[src/hdl/i2cbb_pkg.sv]
// types and constants shared by the i2c bit sequencer files
package i2cbb_pkg;

    localparam int unsigned TICK_W  = 16;
    localparam int unsigned BYTE_W  = 8;
    localparam int unsigned PHASE_W = 3;
    localparam int unsigned BITCNT_W = 4;

    localparam logic [TICK_W-1:0]   PHASE_TICKS_RESET = 16'd5;
    localparam logic [BITCNT_W-1:0] BITS_PER_BYTE     = 4'd8;
    localparam logic [PHASE_W-1:0]  START_PHASES      = 3'd5;
    localparam logic [PHASE_W-1:0]  STOP_PHASES       = 3'd4;
    localparam logic [PHASE_W-1:0]  ACK_PHASES        = 3'd4;

    typedef enum logic [2:0] {
        OP_NONE  = 3'd0,
        OP_START = 3'd1,
        OP_STOP  = 3'd2,
        OP_WRITE = 3'd3,
        OP_READ  = 3'd4
    } t_op;

    typedef struct packed {
        t_op                 op;
        logic [PHASE_W-1:0]  phase;
        logic [BITCNT_W-1:0] bit_cnt;
        logic [TICK_W-1:0]   tick;
        logic [BYTE_W-1:0]   shifter;
        logic                scl;
        logic                sda;
        logic                ack;
        logic [BYTE_W-1:0]   rdata;
    } t_state;

    typedef struct packed {
        logic              scl;
        logic              sda_out;
        logic              busy;
        logic              done;
        logic              ack;
        logic [BYTE_W-1:0] read_data;
    } t_result;

endpackage

[src/hdl/i2cbb_step.sv]
// one tick of the pin sequencer: next state and result from state and item
module i2cbb_step (
    input  i2cbb_pkg::t_state              i_state,
    input  logic [2:0]                     i_operation,
    input  logic [i2cbb_pkg::BYTE_W-1:0]   i_tx_byte,
    input  logic                           i_sda_in,
    input  logic [i2cbb_pkg::TICK_W-1:0]   i_phase_ticks,
    output i2cbb_pkg::t_state              o_state,
    output i2cbb_pkg::t_result             o_result
);

    always_comb begin
        i2cbb_pkg::t_state n;
        logic done;
        logic apply;
        logic last_tick;

        n         = i_state;
        done      = 1'b0;
        apply     = 1'b0;
        last_tick = ({1'b0, i_state.tick} + 17'd1) >= {1'b0, i_phase_ticks};

        if (i_state.op == i2cbb_pkg::OP_NONE) begin
            if (i_operation == i2cbb_pkg::OP_START || i_operation == i2cbb_pkg::OP_STOP ||
                i_operation == i2cbb_pkg::OP_WRITE || i_operation == i2cbb_pkg::OP_READ) begin
                n.op      = i2cbb_pkg::t_op'(i_operation);
                n.phase   = '0;
                n.bit_cnt = '0;
                n.tick    = '0;
                if (i_operation == i2cbb_pkg::OP_WRITE) begin
                    n.shifter = i_tx_byte;
                end
                if (i_operation == i2cbb_pkg::OP_READ) begin
                    n.shifter = '0;
                    n.sda     = 1'b1;
                end
                apply = 1'b1;
            end
        end else if (!last_tick) begin
            n.tick = i_state.tick + 16'd1;
        end else begin
            n.tick = '0;
            // end of phase: sample if due, then step the phase
            unique case (i_state.op)
                i2cbb_pkg::OP_START: begin
                    n.phase = i_state.phase + 3'd1;
                    apply   = (n.phase < i2cbb_pkg::START_PHASES);
                end
                i2cbb_pkg::OP_STOP: begin
                    n.phase = i_state.phase + 3'd1;
                    apply   = (n.phase < i2cbb_pkg::STOP_PHASES);
                end
                i2cbb_pkg::OP_WRITE: begin
                    if (i_state.bit_cnt < i2cbb_pkg::BITS_PER_BYTE) begin
                        if (i_state.phase == 3'd2) begin
                            n.shifter = {i_state.shifter[i2cbb_pkg::BYTE_W-2:0], 1'b0};
                            n.bit_cnt = i_state.bit_cnt + 4'd1;
                            n.phase   = '0;
                        end else begin
                            n.phase = i_state.phase + 3'd1;
                        end
                        apply = 1'b1;
                    end else begin
                        if (i_state.phase == 3'd2) begin
                            n.ack = i_sda_in;
                        end
                        n.phase = i_state.phase + 3'd1;
                        apply   = (n.phase < i2cbb_pkg::ACK_PHASES);
                    end
                end
                i2cbb_pkg::OP_READ: begin
                    if (i_state.phase == 3'd0) begin
                        n.shifter = {i_state.shifter[i2cbb_pkg::BYTE_W-2:0], i_sda_in};
                        n.phase   = 3'd1;
                        apply     = 1'b1;
                    end else begin
                        n.phase   = '0;
                        n.bit_cnt = i_state.bit_cnt + 4'd1;
                        if (n.bit_cnt >= i2cbb_pkg::BITS_PER_BYTE) begin
                            n.rdata = i_state.shifter;
                        end else begin
                            apply = 1'b1;
                        end
                    end
                end
                default: begin
                    apply = 1'b0;
                end
            endcase
            if (!apply) begin
                n.op      = i2cbb_pkg::OP_NONE;
                n.phase   = '0;
                n.bit_cnt = '0;
                done      = 1'b1;
            end
        end

        // pin write of the phase now entered
        if (apply) begin
            unique case (n.op)
                i2cbb_pkg::OP_START: begin
                    if (n.phase == 3'd0 || n.phase == 3'd4) begin
                        n.scl = 1'b0;
                    end else if (n.phase == 3'd1) begin
                        n.sda = 1'b1;
                    end else if (n.phase == 3'd2) begin
                        n.scl = 1'b1;
                    end else begin
                        n.sda = 1'b0;
                    end
                end
                i2cbb_pkg::OP_STOP: begin
                    if (n.phase == 3'd0) begin
                        n.scl = 1'b0;
                    end else if (n.phase == 3'd1) begin
                        n.sda = 1'b0;
                    end else if (n.phase == 3'd2) begin
                        n.scl = 1'b1;
                    end else begin
                        n.sda = 1'b1;
                    end
                end
                i2cbb_pkg::OP_WRITE: begin
                    if (n.bit_cnt < i2cbb_pkg::BITS_PER_BYTE) begin
                        if (n.phase == 3'd0) begin
                            n.scl = 1'b0;
                        end else if (n.phase == 3'd1) begin
                            n.sda = n.shifter[i2cbb_pkg::BYTE_W-1];
                        end else begin
                            n.scl = 1'b1;
                        end
                    end else begin
                        if (n.phase == 3'd0 || n.phase == 3'd3) begin
                            n.scl = 1'b0;
                        end else if (n.phase == 3'd1) begin
                            n.sda = 1'b1;
                        end else begin
                            n.scl = 1'b1;
                        end
                    end
                end
                i2cbb_pkg::OP_READ: begin
                    n.scl = (n.phase == 3'd0);
                end
                default: begin
                    n.scl = n.scl;
                end
            endcase
        end

        o_state            = n;
        o_result.scl       = n.scl;
        o_result.sda_out   = n.sda;
        o_result.busy      = (n.op != i2cbb_pkg::OP_NONE);
        o_result.done      = done;
        o_result.ack       = n.ack;
        o_result.read_data = n.rdata;
    end

endmodule

[src/hdl/i2c_bitbang_master.sv]
// top level of the i2c bit sequencer: item and result registers, state, config
//
// I2C master pin sequencer for one bus. Each accepted item is one tick of the
// sequencer: it carries a command code (taken only while idle), the byte for a
// write, and the SDA level seen on that tick. Each item yields exactly one result
// with the driven SCL and SDA levels, busy and done flags, the last write's ack
// and the last read byte. Start, stop, write byte (with ack sample) and read byte
// (no master ack, SDA released) are supported; each pin phase is held for
// phase_ticks items, where zero acts as one. The block takes one item per clock
// while its results are taken. A result is registered: the item register feeds
// one pass of the step logic straight into the result register. The item and
// result registers each hold one entry, so a stalled result consumer stops
// intake only once both are full. phase_ticks is written through i_cfg_we and
// i_cfg_data and resets to 5; the user must write it only while idle, as the
// block itself does not enforce this.
module i2c_bitbang_master (
    input  logic                           i_clk,
    input  logic                           i_rst_n,
    input  logic                           i_cfg_we,
    input  logic [i2cbb_pkg::TICK_W-1:0]   i_cfg_data,
    input  logic                           i_in_valid,
    output logic                           o_in_ready,
    input  logic [2:0]                     i_operation,
    input  logic [i2cbb_pkg::BYTE_W-1:0]   i_tx_byte,
    input  logic                           i_sda_in,
    output logic                           o_out_valid,
    input  logic                           i_out_ready,
    output logic                           o_scl,
    output logic                           o_sda_out,
    output logic                           o_busy_res,
    output logic                           o_done_res,
    output logic                           o_ack,
    output logic [i2cbb_pkg::BYTE_W-1:0]   o_read_data
);

    // item register
    logic                         r_in_valid;
    logic [2:0]                   r_operation;
    logic [i2cbb_pkg::BYTE_W-1:0] r_tx_byte;
    logic                         r_sda_in;

    // sequencer state and config
    i2cbb_pkg::t_state            r_state;
    i2cbb_pkg::t_state            n_state;
    logic [i2cbb_pkg::TICK_W-1:0] r_phase_ticks;

    // result register
    logic                         r_out_valid;
    i2cbb_pkg::t_result           r_result;
    i2cbb_pkg::t_result           n_result;

    logic advance;
    logic in_fire;

    // the step runs when an item is held and the result register is free or being emptied
    assign advance    = r_in_valid && (!r_out_valid || i_out_ready);
    assign o_in_ready = !r_in_valid || advance;
    assign in_fire    = i_in_valid && o_in_ready;

    i2cbb_step u_step (
        .i_state       (r_state),
        .i_operation   (r_operation),
        .i_tx_byte     (r_tx_byte),
        .i_sda_in      (r_sda_in),
        .i_phase_ticks (r_phase_ticks),
        .o_state       (n_state),
        .o_result      (n_result)
    );

    always_ff @(posedge i_clk) begin
        if (!i_rst_n) begin
            r_in_valid    <= 1'b0;
            r_out_valid   <= 1'b0;
            r_phase_ticks <= i2cbb_pkg::PHASE_TICKS_RESET;
            r_state.op      <= i2cbb_pkg::OP_NONE;
            r_state.phase   <= '0;
            r_state.bit_cnt <= '0;
            r_state.tick    <= '0;
            r_state.shifter <= '0;
            r_state.scl     <= 1'b1;
            r_state.sda     <= 1'b1;
            r_state.ack     <= 1'b1;
            r_state.rdata   <= '0;
        end else begin
            if (i_cfg_we) begin
                r_phase_ticks <= i_cfg_data;
            end
            // item register loads on intake, drains on a step
            if (in_fire) begin
                r_in_valid <= 1'b1;
            end else if (advance) begin
                r_in_valid <= 1'b0;
            end
            if (advance) begin
                r_state     <= n_state;
                r_out_valid <= 1'b1;
            end else if (i_out_ready) begin
                r_out_valid <= 1'b0;
            end
        end
    end

    // payload registers, no reset
    always_ff @(posedge i_clk) begin
        if (in_fire) begin
            r_operation <= i_operation;
            r_tx_byte   <= i_tx_byte;
            r_sda_in    <= i_sda_in;
        end
        if (advance) begin
            r_result <= n_result;
        end
    end

    assign o_out_valid = r_out_valid;
    assign o_scl       = r_result.scl;
    assign o_sda_out   = r_result.sda_out;
    assign o_busy_res  = r_result.busy;
    assign o_done_res  = r_result.done;
    assign o_ack       = r_result.ack;
    assign o_read_data = r_result.read_data;

endmodule

[config.mk]
export PLATFORM = sky130hd
export DESIGN_NAME = i2c_bitbang_master
export DESIGN_NICKNAME = d
export VERILOG_FILES = /design/src/hdl/i2cbb_pkg.sv /design/src/hdl/i2cbb_step.sv /design/src/hdl/i2c_bitbang_master.sv
export SDC_FILE = /design/constraint.sdc
export NUM_CORES = 1
export LEC_CHECK = 0
export BUFFER_PORTS_ARGS = -buffer_cell sky130_fd_sc_hd__buf_2
export CAP_MARGIN = 20
export CORE_UTILIZATION = 40
export CTS_BUF_LIST = sky130_fd_sc_hd__clkbuf_16
export DETAILED_ROUTE_END_ITERATION = 16
export SLEW_MARGIN = 5
export SYNTH_ARGS = -nofsm -noshare
export SYNTH_HDL_FRONTEND = slang
export SYNTH_SLANG_ARGS = --single-unit
[constraint.sdc]
create_clock -name i_clk -period 6.5 [get_ports i_clk]
set_input_delay 0.325 -clock i_clk [delete_from_list [all_inputs] [get_ports i_clk]]
set_output_delay 0.325 -clock i_clk [all_outputs]
set_load 0.01 [all_outputs]
# After elaboration in Yosys (flattened, before gate mapping)
# Index checks and enable logic that the tools add are counted.
[totals]
out_inout_bits = 15
reg_bits = 88
input_bits = 33
elab_cells = 144
[op_classes]
eq_ne = 22
magnitude_cmp = 6
n_reduce_logical = 23
mux = 66
bitwise_logic = 1
addsub = 4
[op_table]
columns = ["operator", "n"]
rows = [
  ["$mux W8", 9],
  ["$mux W34", 2],
  ["$mux W1", 37],
  ["$eq A3 B2 Y1 const B", 9],
  ["$mux W10", 2],
  ["$mux W9", 2],
  ["$add A16 B1 Y17 const B", 1],
  ["$ge A17 B16 Y1", 1],
  ["$add A16 B1 Y16 const B", 1],
  ["$mux W16", 1],
  ["$pmux W8 S2", 1],
  ["$eq A3 B1 Y1 const B", 4],
  ["$eq A3 B3 Y1 const B", 4],
  ["$mux W4", 3],
  ["$logic_not A3 Y1", 3],
  ["$ne A3 B1 Y1 const B", 3],
  ["$pmux W3 S3", 1],
  ["$lt A4 B4 Y1 const B", 2],
  ["$pmux W1 S4", 2],
  ["$pmux W4 S2", 1],
  ["$reduce_and A8 Y1", 1],
  ["$logic_or A1 B1 Y1", 7],
  ["$lt A3 B3 Y1 const B", 2],
  ["$mux W3", 2],
  ["other kinds (14)", 21],
]

# Longest topological paths before layout
[logic_depth]
ltp_word = 16
depth_mapped = 18
ltp_nobuf = 16

# Cells and area by module
# A second synthesis with hierarchy kept.
[unflattened]
cells_unflattened = 607
area_unflattened_um2 = 5386.4
[by_module_without_submodules]
columns = ["module", "instances", "seq_area_each_um2", "area_per_inst_um2", "cells_per_inst"]
rows = [
  ["i2c_bitbang_master", 1, 2011.9, 3285.7, 282],
  ["i2cbb_step", 1, 0.0, 2100.8, 325],
]

# Least setup slack after synthesis
# Ideal clock, no wire load.
[synth_path]
path_kind = "flip-flop to flip-flop"
startpoint = "register r_state[22] in the netlist's numbering"
endpoint = "register r_result, in the netlist o_scl, data pin"
t_arrival_ns = 3.845
path_slack_ns = 2.394
n_path_buf = 3
synth_period_minus_slack_ns = 4.106
setup_time_ns = 0.261
t_required_ns = 6.239
stages_incl_launch_ff = 17
cell_sequence = "dfxtp_1 -> buf_2 -> nand4_4 -> or4_2 -> clkbuf_1 -> xnor2_1 -> ha_1 -> nand4_1 -> nor4_2 -> a2111oi_2 -> o211ai_2 -> a31oi_4 -> a32o_2 -> buf_6 -> a211o_1 -> o221a_2 -> o32a_1"
[synth_rtl]
columns = ["item", "line", "rtl"]
rows = [
  ["start, declared", "i2c_bitbang_master.sv:43", "i2cbb_pkg::t_state r_state;"],
  ["start signal, assigned", "i2c_bitbang_master.sv:95", "r_state <= n_state;"],
  ["end signal, assigned", "i2c_bitbang_master.sv:111", "r_result <= n_result;"],
  ["end, declared", "i2c_bitbang_master.sv:49", "i2cbb_pkg::t_result r_result;"],
]

==> flow_summary.json <==
{
  "routed_wl_mm": 11.08,
  "post-cts-setup-buffers": 0,
  "core_area_um2": 11560,
  "critPathKind": "register to register",
  "peakVddDrop_uv": 241.6,
  "finalSetupViolations": 0,
  "die_area_um2": 12430,
  "crit_start": "r_state[19]",
  "crit_required_ns": 6.60,
  "synth_top_area_share_pct": 26.30,
  "final_max_slew_viol_count": 0,
  "sequentialPowerShare_pct": 44.8,
  "drive_above_1_share_pct": 17.32,
  "cts_root_buf": "clkbuf_16",
  "worst_slew_pin_slew_ns": 0.8060,
  "via_per_inst": 5.509,
  "die_h_um": 111.5,
  "ctsResizeCount": 0,
  "yosys_most_used_dff": "dfxtp_1",
  "synth_edf_count": 25,
  "nets": 609,
  "hold_path_class": "input pin to register",
  "synth_most_common_cell": "nor2_1",
  "ys_async_sr_fraction_pct": 0,
  "clkPwrFrac_pct": 44.0,
  "switching_power_uw": 327.2,
  "wire_per_inst_um": 15.77,
  "place_hpwl_mm": 7.901,
  "end_kind": "register",
  "hold_buffers": 0,
  "drt.antenna.violating_nets": 0,
  "first_global_vias": 3607,
  "hold_violations": 0,
  "r2r_slack_ns": 2.10,
  "insertedDiodeCount": 0,
  "crit_fanout": 9,
  "synth_cells": 521,
  "drc": 1,
  "grt_max_degree": 60,
  "cts_inserted_buffers": 9,
  "place_congestion": 0.8689,
  "path_clk_slew_ns": 0.06,
  "synth_seq_cells": 88,
  "synth_area_leaders": "dfxtp_1, edfxtp_1, nor2_1",
  "dr.pass1.iters": 10,
  "rsz0062_at_grt": "false",
  "clockBufferDepth": 2,
  "p_comb_share_pct": 11.3,
  "utilization_pct": 47.18,
  "p_sw_share_pct": 24.15,
  "tns_ns": 0,
  "status": "complete, but fails checks",
  "area_delta_synth_final_pct": 13.78,
  "cap_violations": 0,
  "yosysWarnings": 0,
  "drtIter0Drc": 230,
  "die_w_um": 111.5,
  "syn-mean-instance-area_um2": 9.205,
  "synth_area_um2": 4796,
  "finalClockSkew_ns": 0.006334,
  "start_util_pct": 41.47,
  "yosysTopAreaCell": "dfxtp_1",
  "internal_power_mw": 1.028,
  "cp.arrival_ns": 4.50,
  "ys_types": 73,
  "numPortBuffers": 47,
  "gr-usage-all-layers_pct": 18.59,
  "powerDensity_nw_per_um2": 248.3,
  "rows": 39,
  "finalCriticalPeriod_ns": 4.398,
  "ys_seq_area_share_pct": 41.95,
  "cp-start-kind": "register",
  "cts_max_level": 3,
  "synth_common_cells": "nor2_1, dfxtp_1, nand2_1",
  "tritoncts": "built",
  "io_pins": 48,
  "cts.sinks": 88,
  "synth_fp_nets": 575,
  "max_slew_margin_pct": 46.27,
  "clk_latency_ns": 0.35,
  "crit-reg2reg-launch": "r_state[19]",
  "antenna_found_initial": 0,
  "max_freq_mhz": 227.4,
  "violations": "DRC",
  "hp-start": "i_tx_byte[6]",
  "overflow": 0,
  "grt_pass1_wl_mm": 18.18,
  "via_count": 3873,
  "p_leak_nw": 2.178,
  "finalCritPeriodShare_pct": 67.67
}
worst paths after layout:
path | end | cells after the start
worst max-delay path | o_scl | 15
worst min-delay path | r_tx_byte[6] | 1
worst max register to register | o_scl | 15
worst min register to register | r_state[6] | 2
critical path, cell delays in order (launching register included):
cell and delay (ns):
dfxtp_1 0.39, ha_1 0.27, nand3_2 0.12, or2_2 0.35, nor2_1 0.15, xor2_1 0.21
ha_1 0.30, a211oi_1 0.33, nor2_1 0.13, a2111oi_2 0.32, o211ai_2 0.26, a31oi_4 0.33
a32o_2 0.29, nor2_1 0.07, o221a_2 0.27, o32a_1 0.34
power groups by stage:
stage | Combinational [mW] | Sequential, mW | Clock [mW]
global route | 0.169 | 0.609 | 0.630
global placement | 0.148 | 0.618 | 0
detailed placement | 0.150 | 0.618 | 0
floorplan | 0.111 | 0.614 | 0
finish | 0.153 | 0.606 | 0.596
CTS | 0.151 | 0.606 | 0.611
layout by cell type, fill, tap and decap left out, types with 18 or more instances in the layout:
master | Yosys | final
nor3_1 | 26 | 26
nor2_1 | 82 | 82
ha_1 | 21 | 21
nand2_1 | 31 | 31
buf_2 | 8 | 47
inv_1 | 24 | 24
mux2i_1 | 18 | 18
a21oi_1 | 22 | 22
edfxtp_1 | 25 | 25
dfxtp_1 | 63 | 63
metal layers:
metal  wire length, um  track usage, %  up-vias
met5                 0               0        -
met3               315           3.430       16
met4               241           8.739        0
li1                  -               -     1951
met2              5159           29.71       61
met1              5367           24.35     1845
layout make-up:
type,count,area (um2)
inverter,26,97.59
multi-input combinational,379,2549
sequential,88,2012
clock buffer,9,225.2
fill,1116,6108
tap,143,178.9
timing repair buffer,51,275.3
clock inverter,7,118.9
flip-flops by register name (all words and copies together), names as in the netlist:
signal / count
o_scl: 1
r_sda_in: 1
r_phase_ticks: 16
r_state: 45
o_sda_out: 1
o_ack: 1
r_in_valid: 1
o_busy_res: 1
o_read_data: 8
r_operation: 3
o_done_res: 1
o_out_valid: 1
r_tx_byte: 8
cells by family after synthesis:
group                      count (synthesis)  share of synthesized area (%)
AOI/OAI and AO/OA                        103                          16.18
xor gates and xnor gates                  18                          3.287
adders and majority gates                 21                          5.479
buffers and inverters                     54                          4.905
DFF                                       88                          41.95
muxes                                     27                          5.870
and+or+nand+nor                          210                          22.33
per-stage QoR:
step	setup slack (ns)	instance area [um2]	std cells	power (mW)	hold WS, ns
final	2.102	5456	703	1.355	0.1502
after global routing	1.763	5456	703	1.408	0.1390
after CTS	2.112	5431	701	1.368	0.1367
after detailed placement	2.141	5087	685	0.7685	0.4530
after global placement	2.236	5087	685	0.7654	0.4395
after floorplan	2.394	4796	521	0.7250	0.3869
No activity file was read; power rests on OpenSTA's default activity.
